**config.mk**
```make
export PLATFORM = sky130hd
export DESIGN_NAME = angle_command_frame_parser_top_flat
export DESIGN_NICKNAME = d
export VERILOG_FILES = /design/src/design/acfp_pkg.sv /design/src/design/acfp_req_if.sv /design/src/design/acfp_rsp_if.sv /design/src/design/angle_command_frame_parser_top.sv /design/src/design/acfp_in_stage.sv /design/src/design/acfp_core.sv /design/src/design/acfp_out_stage.sv /design/src/flat_wrapper.sv
export SDC_FILE = /design/constraint.sdc
export NUM_CORES = 1
export LEC_CHECK = 0
export BUFFER_PORTS_ARGS = -buffer_cell sky130_fd_sc_hd__buf_4
export CELL_PAD_IN_SITES_DETAIL_PLACEMENT = 0
export CELL_PAD_IN_SITES_GLOBAL_PLACEMENT = 1
export CORE_ASPECT_RATIO = 0.7
export CORE_MARGIN = 2
export CORE_UTILIZATION = 50
export CTS_CLUSTER_DIAMETER = 120
export CTS_CLUSTER_SIZE = 8
export DETAILED_ROUTE_END_ITERATION = 8
export PLACE_DENSITY_LB_ADDON = 0.1
export SLEW_MARGIN = 20
export SYNTH_ARGS = -nofsm -noshare
export SYNTH_HDL_FRONTEND = slang
export SYNTH_SLANG_ARGS = --single-unit
```
**constraint.sdc**
```tcl
create_clock -name clock -period 3.2 [get_ports clock]
set_input_delay 0.16 -clock clock [delete_from_list [all_inputs] [get_ports clock]]
set_output_delay 0.16 -clock clock [all_outputs]
set_load 0.01 [all_outputs]
```
**src/design/acfp_pkg.sv**
```systemverilog
// ----------------------------------------------------------------------------
// Angle command frame parser package
// Byte codes, command codes and the result item type of the frame parser.
// ----------------------------------------------------------------------------
package acfp_pkg;

   // Number of payload bytes in a frame: direction, angle high, angle low.
   localparam int PAYLOAD_LEN = 3;

   // Frame marker and type bytes.
   localparam logic [7:0] MARK_BYTE = 8'h6D;
   localparam logic [7:0] TYPE_INIT = 8'h49;
   localparam logic [7:0] TYPE_CTRL = 8'h43;
   localparam logic [7:0] TYPE_RST  = 8'h52;

   // Latched command codes.
   typedef enum logic [1:0] {
      CMD_NONE = 2'd0,
      CMD_INIT = 2'd1,
      CMD_CTRL = 2'd2,
      CMD_RST  = 2'd3
   } cmd_type;

   // One result item.
   typedef struct packed {
      logic        frame_done;
      logic        frame_error;
      cmd_type     command;
      logic [7:0]  direction;
      logic [15:0] angle;
      logic        reset_request;
   } result_type;

endpackage

```
**src/design/acfp_req_if.sv**
```systemverilog
// ----------------------------------------------------------------------------
// Request channel interface
// Carries one received byte per item with a valid/ready handshake.
// ----------------------------------------------------------------------------
interface acfp_req_if;
   logic       valid;
   logic       ready;
   logic [7:0] rx_byte;

   modport source (output valid, output rx_byte, input ready);
   modport sink (input valid, input rx_byte, output ready);
endinterface

```
**src/design/acfp_rsp_if.sv**
```systemverilog
// ----------------------------------------------------------------------------
// Response channel interface
// Carries one parser result per item with a valid/ready handshake.
// ----------------------------------------------------------------------------
interface acfp_rsp_if;
   logic        valid;
   logic        ready;
   logic        frame_done;
   logic        frame_error;
   logic [1:0]  command;
   logic [7:0]  direction;
   logic [15:0] angle;
   logic        reset_request;

   modport source (output valid, output frame_done, output frame_error, output command,
                   output direction, output angle, output reset_request, input ready);
   modport sink (input valid, input frame_done, input frame_error, input command,
                 input direction, input angle, input reset_request, output ready);
endinterface

```
**src/design/angle_command_frame_parser_top.sv**
```systemverilog
// ----------------------------------------------------------------------------
// Angle command frame parser
// Recognises 'm' 'm' type payload[3] 'm' 'm' command frames in a byte stream.
// ----------------------------------------------------------------------------
// Usage:
//   req_chan carries one received byte per item; rsp_chan returns exactly one
//   result item per byte, in order: frame done and error pulses, the latched
//   command, direction and angle, and a reset request for a good reset frame.
//   Path: an accepted byte is registered in the input stage, parsed by the
//   core, and its result is registered in the result register, which offers
//   it on rsp_chan. Throughput: one item per cycle while rsp_chan.ready stays
//   high; the parse is a single update of a small state machine between the
//   input register and the result register.
//   Reset (synchronous, active high) empties both stages and returns the
//   parser to idle with command none and direction, angle and payload zero.
//   When the receiver holds rsp_chan.ready low, the result register keeps its
//   item, the input stage still fills once, and req_chan.ready then falls
//   until the result is taken. No byte is dropped or repeated.
// ----------------------------------------------------------------------------
module angle_command_frame_parser_top (
   input  logic       clock,
   input  logic       reset,
   acfp_req_if.sink   req_chan,
   acfp_rsp_if.source rsp_chan
);
   import acfp_pkg::*;

   logic       advance;
   logic       in_valid;
   logic [7:0] in_byte;
   result_type result;

   acfp_in_stage u_in_stage (
      .clock    (clock),
      .reset    (reset),
      .req_chan (req_chan),
      .advance  (advance),
      .in_valid (in_valid),
      .in_byte  (in_byte)
   );

   acfp_core u_core (
      .clock   (clock),
      .reset   (reset),
      .step    (in_valid && advance),
      .rx_byte (in_byte),
      .result  (result)
   );

   acfp_out_stage u_out_stage (
      .clock    (clock),
      .reset    (reset),
      .in_valid (in_valid),
      .result   (result),
      .advance  (advance),
      .rsp_chan (rsp_chan)
   );
endmodule

```
**src/design/acfp_in_stage.sv**
```systemverilog
// ----------------------------------------------------------------------------
// Input stage
// Registers each accepted byte; refills whenever the stage moves forward.
// ----------------------------------------------------------------------------
module acfp_in_stage (
   input  logic       clock,
   input  logic       reset,
   acfp_req_if.sink   req_chan,
   input  logic       advance,
   output logic       in_valid,
   output logic [7:0] in_byte
);
   logic       valid_ff;
   logic       valid_in;
   logic [7:0] byte_ff;

   // The stage can take a new item when empty or when its item moves on.
   assign req_chan.ready = !valid_ff || advance;
   assign valid_in       = req_chan.ready ? req_chan.valid : valid_ff;

   always_ff @(posedge clock) begin
      if (reset) begin
         valid_ff <= 1'b0;
      end else begin
         valid_ff <= valid_in;
      end
      if (req_chan.ready && req_chan.valid) begin
         byte_ff <= req_chan.rx_byte;
      end
   end

   assign in_valid = valid_ff;
   assign in_byte  = byte_ff;
endmodule

```
**src/design/acfp_core.sv**
```systemverilog
// ----------------------------------------------------------------------------
// Frame parser core
// Frame state machine and latched payload; produces one result per byte.
// ----------------------------------------------------------------------------
module acfp_core (
   input  logic                clock,
   input  logic                reset,
   input  logic                step,
   input  logic [7:0]          rx_byte,
   output acfp_pkg::result_type result
);
   import acfp_pkg::*;

   typedef enum logic [2:0] {
      PH_IDLE    = 3'd0,
      PH_HEAD1   = 3'd1,
      PH_HEAD2   = 3'd2,
      PH_PAYLOAD = 3'd3,
      PH_TAIL1   = 3'd4,
      PH_TAIL2   = 3'd5
   } phase_type;

   localparam logic [1:0] LAST_IDX = 2'(PAYLOAD_LEN - 1);
   localparam logic [1:0] LEN_CODE = 2'(PAYLOAD_LEN);

   phase_type   phase_ff, phase_in;
   logic [1:0]  count_ff, count_in;
   logic [7:0]  bytes_ff [LAST_IDX];
   logic [7:0]  bytes_in [LAST_IDX];
   cmd_type     cmd_ff, cmd_in;
   logic [7:0]  dir_ff, dir_in;
   logic [15:0] angle_ff, angle_in;
   logic [1:0]  idx;
   logic        done;
   logic        err;

   // Next state for the byte presented this cycle.
   always_comb begin
      phase_in = phase_ff;
      count_in = count_ff;
      bytes_in = bytes_ff;
      cmd_in   = cmd_ff;
      dir_in   = dir_ff;
      angle_in = angle_ff;
      done     = 1'b0;
      err      = 1'b0;
      // A count at or beyond the payload length restarts at the first byte.
      idx      = (count_ff >= LEN_CODE) ? 2'd0 : count_ff;
      case (phase_ff)
         PH_IDLE: begin
            phase_in = (rx_byte == MARK_BYTE) ? PH_HEAD1 : PH_IDLE;
         end
         PH_HEAD1: begin
            phase_in = (rx_byte == MARK_BYTE) ? PH_HEAD2 : PH_IDLE;
         end
         PH_HEAD2: begin
            phase_in = PH_PAYLOAD;
            case (rx_byte)
               TYPE_INIT: cmd_in = CMD_INIT;
               TYPE_CTRL: cmd_in = CMD_CTRL;
               TYPE_RST:  cmd_in = CMD_RST;
               default: begin
                  cmd_in   = CMD_NONE;
                  phase_in = PH_IDLE;
               end
            endcase
         end
         PH_PAYLOAD: begin
            if (idx == LAST_IDX) begin
               // Last payload byte: latch direction and big-endian angle.
               count_in = 2'd0;
               phase_in = PH_TAIL1;
               dir_in   = bytes_ff[0];
               angle_in = {bytes_ff[1], rx_byte};
            end else begin
               bytes_in[idx[0]] = rx_byte;
               count_in         = idx + 2'd1;
            end
         end
         PH_TAIL1, PH_TAIL2: begin
            if (rx_byte == MARK_BYTE) begin
               phase_in = (phase_ff == PH_TAIL1) ? PH_TAIL2 : PH_IDLE;
               done     = (phase_ff == PH_TAIL2);
            end else begin
               // Bad tail: the whole frame is discarded.
               err      = 1'b1;
               phase_in = PH_IDLE;
               cmd_in   = CMD_NONE;
               dir_in   = 8'd0;
               angle_in = 16'd0;
               for (int i = 0; i < LAST_IDX; i++) begin
                  bytes_in[i] = 8'd0;
               end
            end
         end
         default: begin
            phase_in = PH_IDLE;
         end
      endcase
   end

   // Parser state, updated once per byte.
   always_ff @(posedge clock) begin
      if (reset) begin
         phase_ff <= PH_IDLE;
         count_ff <= 2'd0;
         cmd_ff   <= CMD_NONE;
         dir_ff   <= 8'd0;
         angle_ff <= 16'd0;
         for (int i = 0; i < LAST_IDX; i++) begin
            bytes_ff[i] <= 8'd0;
         end
      end else if (step) begin
         phase_ff <= phase_in;
         count_ff <= count_in;
         cmd_ff   <= cmd_in;
         dir_ff   <= dir_in;
         angle_ff <= angle_in;
         bytes_ff <= bytes_in;
      end
   end

   // Result as seen after the update.
   always_comb begin
      result.frame_done    = done;
      result.frame_error   = err;
      result.command       = cmd_in;
      result.direction     = dir_in;
      result.angle         = angle_in;
      result.reset_request = done && (cmd_in == CMD_RST);
   end
endmodule

```
**src/design/acfp_out_stage.sv**
```systemverilog
// ----------------------------------------------------------------------------
// Output stage
// Result register driving the response channel; holds its item while stalled.
// ----------------------------------------------------------------------------
module acfp_out_stage (
   input  logic                 clock,
   input  logic                 reset,
   input  logic                 in_valid,
   input  acfp_pkg::result_type result,
   output logic                 advance,
   acfp_rsp_if.source           rsp_chan
);
   import acfp_pkg::*;

   logic       valid_ff;
   logic       valid_in;
   result_type res_ff;

   // The pipeline moves when this register is empty or being emptied.
   assign advance  = !valid_ff || rsp_chan.ready;
   assign valid_in = advance ? in_valid : valid_ff;

   always_ff @(posedge clock) begin
      if (reset) begin
         valid_ff <= 1'b0;
      end else begin
         valid_ff <= valid_in;
      end
      if (advance && in_valid) begin
         res_ff <= result;
      end
   end

   assign rsp_chan.valid         = valid_ff;
   assign rsp_chan.frame_done    = res_ff.frame_done;
   assign rsp_chan.frame_error   = res_ff.frame_error;
   assign rsp_chan.command       = res_ff.command;
   assign rsp_chan.direction     = res_ff.direction;
   assign rsp_chan.angle         = res_ff.angle;
   assign rsp_chan.reset_request = res_ff.reset_request;
endmodule

```
**src/flat_wrapper.sv**
```systemverilog
// flat-port wrapper written by rule: the top's interface ports become plain ports
module angle_command_frame_parser_top_flat import acfp_pkg::*;
  (clock, reset, req_chan_valid, req_chan_rx_byte, req_chan_ready, rsp_chan_valid, rsp_chan_frame_done, rsp_chan_frame_error, rsp_chan_command, rsp_chan_direction, rsp_chan_angle, rsp_chan_reset_request, rsp_chan_ready);
  acfp_req_if req_chan_i ();
  acfp_rsp_if rsp_chan_i ();
  input  logic clock;
  input  logic reset;
  input wire logic [$bits(req_chan_i.valid)-1:0] req_chan_valid;
  input wire logic [$bits(req_chan_i.rx_byte)-1:0] req_chan_rx_byte;
  output wire logic [$bits(req_chan_i.ready)-1:0] req_chan_ready;
  output wire logic [$bits(rsp_chan_i.valid)-1:0] rsp_chan_valid;
  output wire logic [$bits(rsp_chan_i.frame_done)-1:0] rsp_chan_frame_done;
  output wire logic [$bits(rsp_chan_i.frame_error)-1:0] rsp_chan_frame_error;
  output wire logic [$bits(rsp_chan_i.command)-1:0] rsp_chan_command;
  output wire logic [$bits(rsp_chan_i.direction)-1:0] rsp_chan_direction;
  output wire logic [$bits(rsp_chan_i.angle)-1:0] rsp_chan_angle;
  output wire logic [$bits(rsp_chan_i.reset_request)-1:0] rsp_chan_reset_request;
  input wire logic [$bits(rsp_chan_i.ready)-1:0] rsp_chan_ready;
  assign req_chan_i.valid = req_chan_valid;
  assign req_chan_i.rx_byte = req_chan_rx_byte;
  assign req_chan_ready = req_chan_i.ready;
  assign rsp_chan_valid = rsp_chan_i.valid;
  assign rsp_chan_frame_done = rsp_chan_i.frame_done;
  assign rsp_chan_frame_error = rsp_chan_i.frame_error;
  assign rsp_chan_command = rsp_chan_i.command;
  assign rsp_chan_direction = rsp_chan_i.direction;
  assign rsp_chan_angle = rsp_chan_i.angle;
  assign rsp_chan_reset_request = rsp_chan_i.reset_request;
  assign rsp_chan_i.ready = rsp_chan_ready;
  angle_command_frame_parser_top u_core (.clock(clock), .reset(reset), .req_chan(req_chan_i), .rsp_chan(rsp_chan_i));
endmodule
```
==> impl_metrics.env <==
export IMPL_status="finished, final reports clean"
export IMPL_reg2reg_depth=7
export IMPL_hp_class="in2reg"
export IMPL_drtIter0Drc=191
export IMPL_placed_area_um2=3740
export IMPL_yosys_most_used_dff="dfxtp_1"
export IMPL_grt_max_degree=43
export IMPL_crit_type="reg2reg"
export IMPL_worstPathArrival_ns=2.37
export IMPL_first_pass_iters=4
export IMPL_die_y_um=72.9
export IMPL_ys_seq_elements=86
export IMPL_antenna_found_initial=0
export IMPL_final_setup_tns_ns=0
export IMPL_r2r_end="u_core.u_core.dir_ff[4]$_SDFFE_PP0P_"
export IMPL_post_route_min_period_ns=2.08
export IMPL_cts_max_path_buffers=2
export IMPL_area_growth_syn_to_layout_pct=18.2
export IMPL_power_density_nw_per_um2=496
export IMPL_syn_cell_area_um2=3390
export IMPL_clkSinkCount=86
export IMPL_final_cell_area_um2=4010
export IMPL_post_drt_wl_per_cell_um=16.7
export IMPL_synth_mux_area_share_pct=0.591
export IMPL_layout_nets=320
export IMPL_fp_coreArea_um2=6660
export IMPL_drv_slew=0
export IMPL_p_leak_nw=1.44
export IMPL_synthArstFlopShare_pct=0
export IMPL_grt_pass1_vias=2030
export IMPL_max_slew_margin_pct=43.0
export IMPL_critPathCaptureType="flip-flop"
export IMPL_grt_total_usage_pct=19.4
export IMPL_hp_start="req_chan_valid"
export IMPL_avgSynthCellArea_um2=13.1
export IMPL_rsz0062_at_grt="false"
export IMPL_synth_area_top_cells="edfxtp_1 (33%), dfxtp_1 (29%), a32o_1 (6.8%)"
export IMPL_period_share_pct=64.9
export IMPL_hold_ws_ns=0.0296
export IMPL_synth_top_family_by_area="compound AO/OA/AOI/OAI gates"
export IMPL_timing_max_cap_violations=0
export IMPL_synth_fa_ha_area_share_pct=0.739
export IMPL_post_cts_buffers=0
export IMPL_cts_buffers=9
export IMPL_drive_above_1_share_pct=23.8
export IMPL_r2r_start="u_core.u_core.count_ff[0]$_SDFFE_PP0P_"
export IMPL_diodes=0
export IMPL_insertion_delay_ns=0.35
export IMPL_yosysUniqueCellTypes=51
export IMPL_syn_instance_count=259
export IMPL_cp_start_kind="flip-flop"
export IMPL_cts_htree_levels=3
export IMPL_yosysTopAreaCellShare_pct=32.8
export IMPL_stdcell_count=405
export IMPL_totalWireLength_um=6750
export IMPL_synth_compound_area_share_pct=21.4
export IMPL_ys_seq_area_share_pct=61.8
export IMPL_gp_congestion=0.785
export IMPL_die_area_um2=7460
export IMPL_ys_top_cells_by_count="dfxtp_1 (49), edfxtp_1 (37), a22o_1 (25)"
export IMPL_die_w_um=102
export IMPL_crit_fanout=24
export IMPL_dr_total_vias=2251
export IMPL_overflow=0
export IMPL_drc=0
export IMPL_total_power_mw=1.99
export IMPL_initial_core_util_pct=50.8
export IMPL_tightest_slew_ns=0.849
export IMPL_cts_root_buf="clkbuf_8"
export IMPL_cts_tree="done"
export IMPL_num_rows=25
export IMPL_yosys_area_share_xor_xnor_pct=0.517
export IMPL_antenna_left=0
export IMPL_io_pins=43
export IMPL_cp_required_ns=3.49
export IMPL_ir_drop_v=0.000348
export IMPL_clock_skew_ns=0.00511
export IMPL_fmax_mhz=482
export IMPL_place_inst=381
export IMPL_hold_viol=0
export IMPL_holdPathEnd="u_core.u_in_stage.in_valid$_SDFFE_PP0N_"
export IMPL_setup_violations=0
export IMPL_yosysTopAreaCell="edfxtp_1"
export IMPL_dp_hpwl_um=4280
export IMPL_synth_net_count=273
export IMPL_routed_via_density=5.56
export IMPL_yosysMostFrequentCell="dfxtp_1"
export IMPL_clk_pin_slew_worst_paths_ns=0.08
export IMPL_synth_edf_count=37
export IMPL_io_buffers=42
export IMPL_holdPathStages=3
export IMPL_yosys_area_share_simple_pct=11.1
export IMPL_ys_warn_count=0
export IMPL_grt_pass1_wl_um=10700
export IMPL_rrSetupSlack_ns=1.12
## cells in the final DEF (no fill, tap or decap), types with 2 or more instances in the layout
master         instances
clkbuf_1               2
edfxtp_1              37
inv_1                  3
dfxtp_1               49
ha_1                   2
clkbuf_8               9
nor2_1                 8
buf_4                 46
clkinv_1               3
a21oi_1                5
nand2_1               24
xor2_1                 2
dlygate4sd3_1          8
and4b_1                2
mux2i_1                2
o21ai_0                4
a22o_1                25
a311oi_1               2
o2bb2ai_1             16
nor2b_1                4
nand2b_1               2
a32o_1                23
and2_1                 2
## registers in the layout (all words and copies together), names as in the netlist
name and flops:
u_core.u_core.angle_ff 16, u_core.u_in_stage.in_valid 1, u_core.u_core.cmd_ff 2, u_core.u_out_stage.rsp_chan.valid 1, u_core.u_out_stage.rsp_chan.frame_done 1, u_core.u_out_stage.rsp_chan.reset_request 1, u_core.u_core.bytes_ff 16, u_core.u_core.phase_ff 3
u_core.u_out_stage.rsp_chan.direction 8, u_core.u_out_stage.rsp_chan.frame_error 1, u_core.u_out_stage.rsp_chan.angle 16, u_core.u_core.dir_ff 8, u_core.u_core.count_ff 2, u_core.u_out_stage.rsp_chan.command 2, u_core.u_in_stage.in_byte 8
## cell type report
type | instances | area, um^2
Fill cell | 550 | 2660
Sequential cell | 86 | 2090
Multi-Input combinational cell | 149 | 1160
Timing Repair Buffer | 54 | 425
Clock buffer | 11 | 131
Tap cell | 94 | 118
Clock inverter | 5 | 50.0
Inverter | 6 | 25.0
## worst max path at each step
stage                     slack (ns)                                            from                                      to
after floorplan                 1.47  u_core.u_out_stage.rsp_chan.valid$_SDFFE_PP0P_  u_core.u_core.angle_ff[5]$_SDFFE_PP0P_
after global placement          1.16          u_core.u_core.count_ff[0]$_SDFFE_PP0P_    u_core.u_core.dir_ff[4]$_SDFFE_PP0P_
after detailed placement        1.14          u_core.u_core.count_ff[0]$_SDFFE_PP0P_    u_core.u_core.dir_ff[4]$_SDFFE_PP0P_
after CTS                       1.11          u_core.u_core.count_ff[0]$_SDFFE_PP0P_    u_core.u_core.dir_ff[4]$_SDFFE_PP0P_
after global routing            0.93          u_core.u_core.count_ff[0]$_SDFFE_PP0P_  u_core.u_core.phase_ff[2]$_SDFFE_PP0P_
final                           1.12          u_core.u_core.count_ff[0]$_SDFFE_PP0P_    u_core.u_core.dir_ff[4]$_SDFFE_PP0P_
## power by group
group / internal, mW / total [mW] / switching, mW
logic: 0.0431 / 0.0909 / 0.0478
registers: 1.16 / 1.19 / 0.0223
clock network: 0.355 / 0.707 / 0.353
## critical path: stages, from the launching register on
cell	delay, ns
dfxtp_1	0.33
inv_1	0.05
ha_1	0.26
and4b_1	0.61
nand3_2	0.17
nor2_2	0.11
buf_4	0.28
a22o_1	0.19
## cells by family (layout without fill, tap and decap cells)
logic type | Yosys count | in the layout
AOI/OAI and AO/OA | 82 | 82
DFF | 86 | 86
buffers and inverters | 24 | 76
adders and majority gates | 2 | 2
muxes | 2 | 2
and+or+nand+nor | 61 | 61
xor gates and xnor gates | 2 | 2
## stage by stage
stage | util, % | setup WS (ns)
2_1_floorplan | - | 1.47
3_3_place_gp | 56.2 | 1.16
3_5_place_dp | 56.2 | 1.14
4_1_cts | 60.1 | 1.11
5_1_grt | 60.1 | 0.933
6_report | 60.1 | 1.12
## per-layer routing
metal  up-vias  GRT usage (%)  wire length (um)  part of all wire [%]
li1       1113              -                 -                     -
met1      1049           27.9              3250                    48
met2        83           28.3              2920                    43
met3         6           5.94               503                   7.5
met4         0           6.22                71                   1.1
met5         -              0                 0                     0
## repair_timing
action / CTS / global route
endpoints found under the hold margin: 8 / 0
resized for setup: 0 / 0
hold buffers: 8 / 0
(Power assumes the default switching activity.)
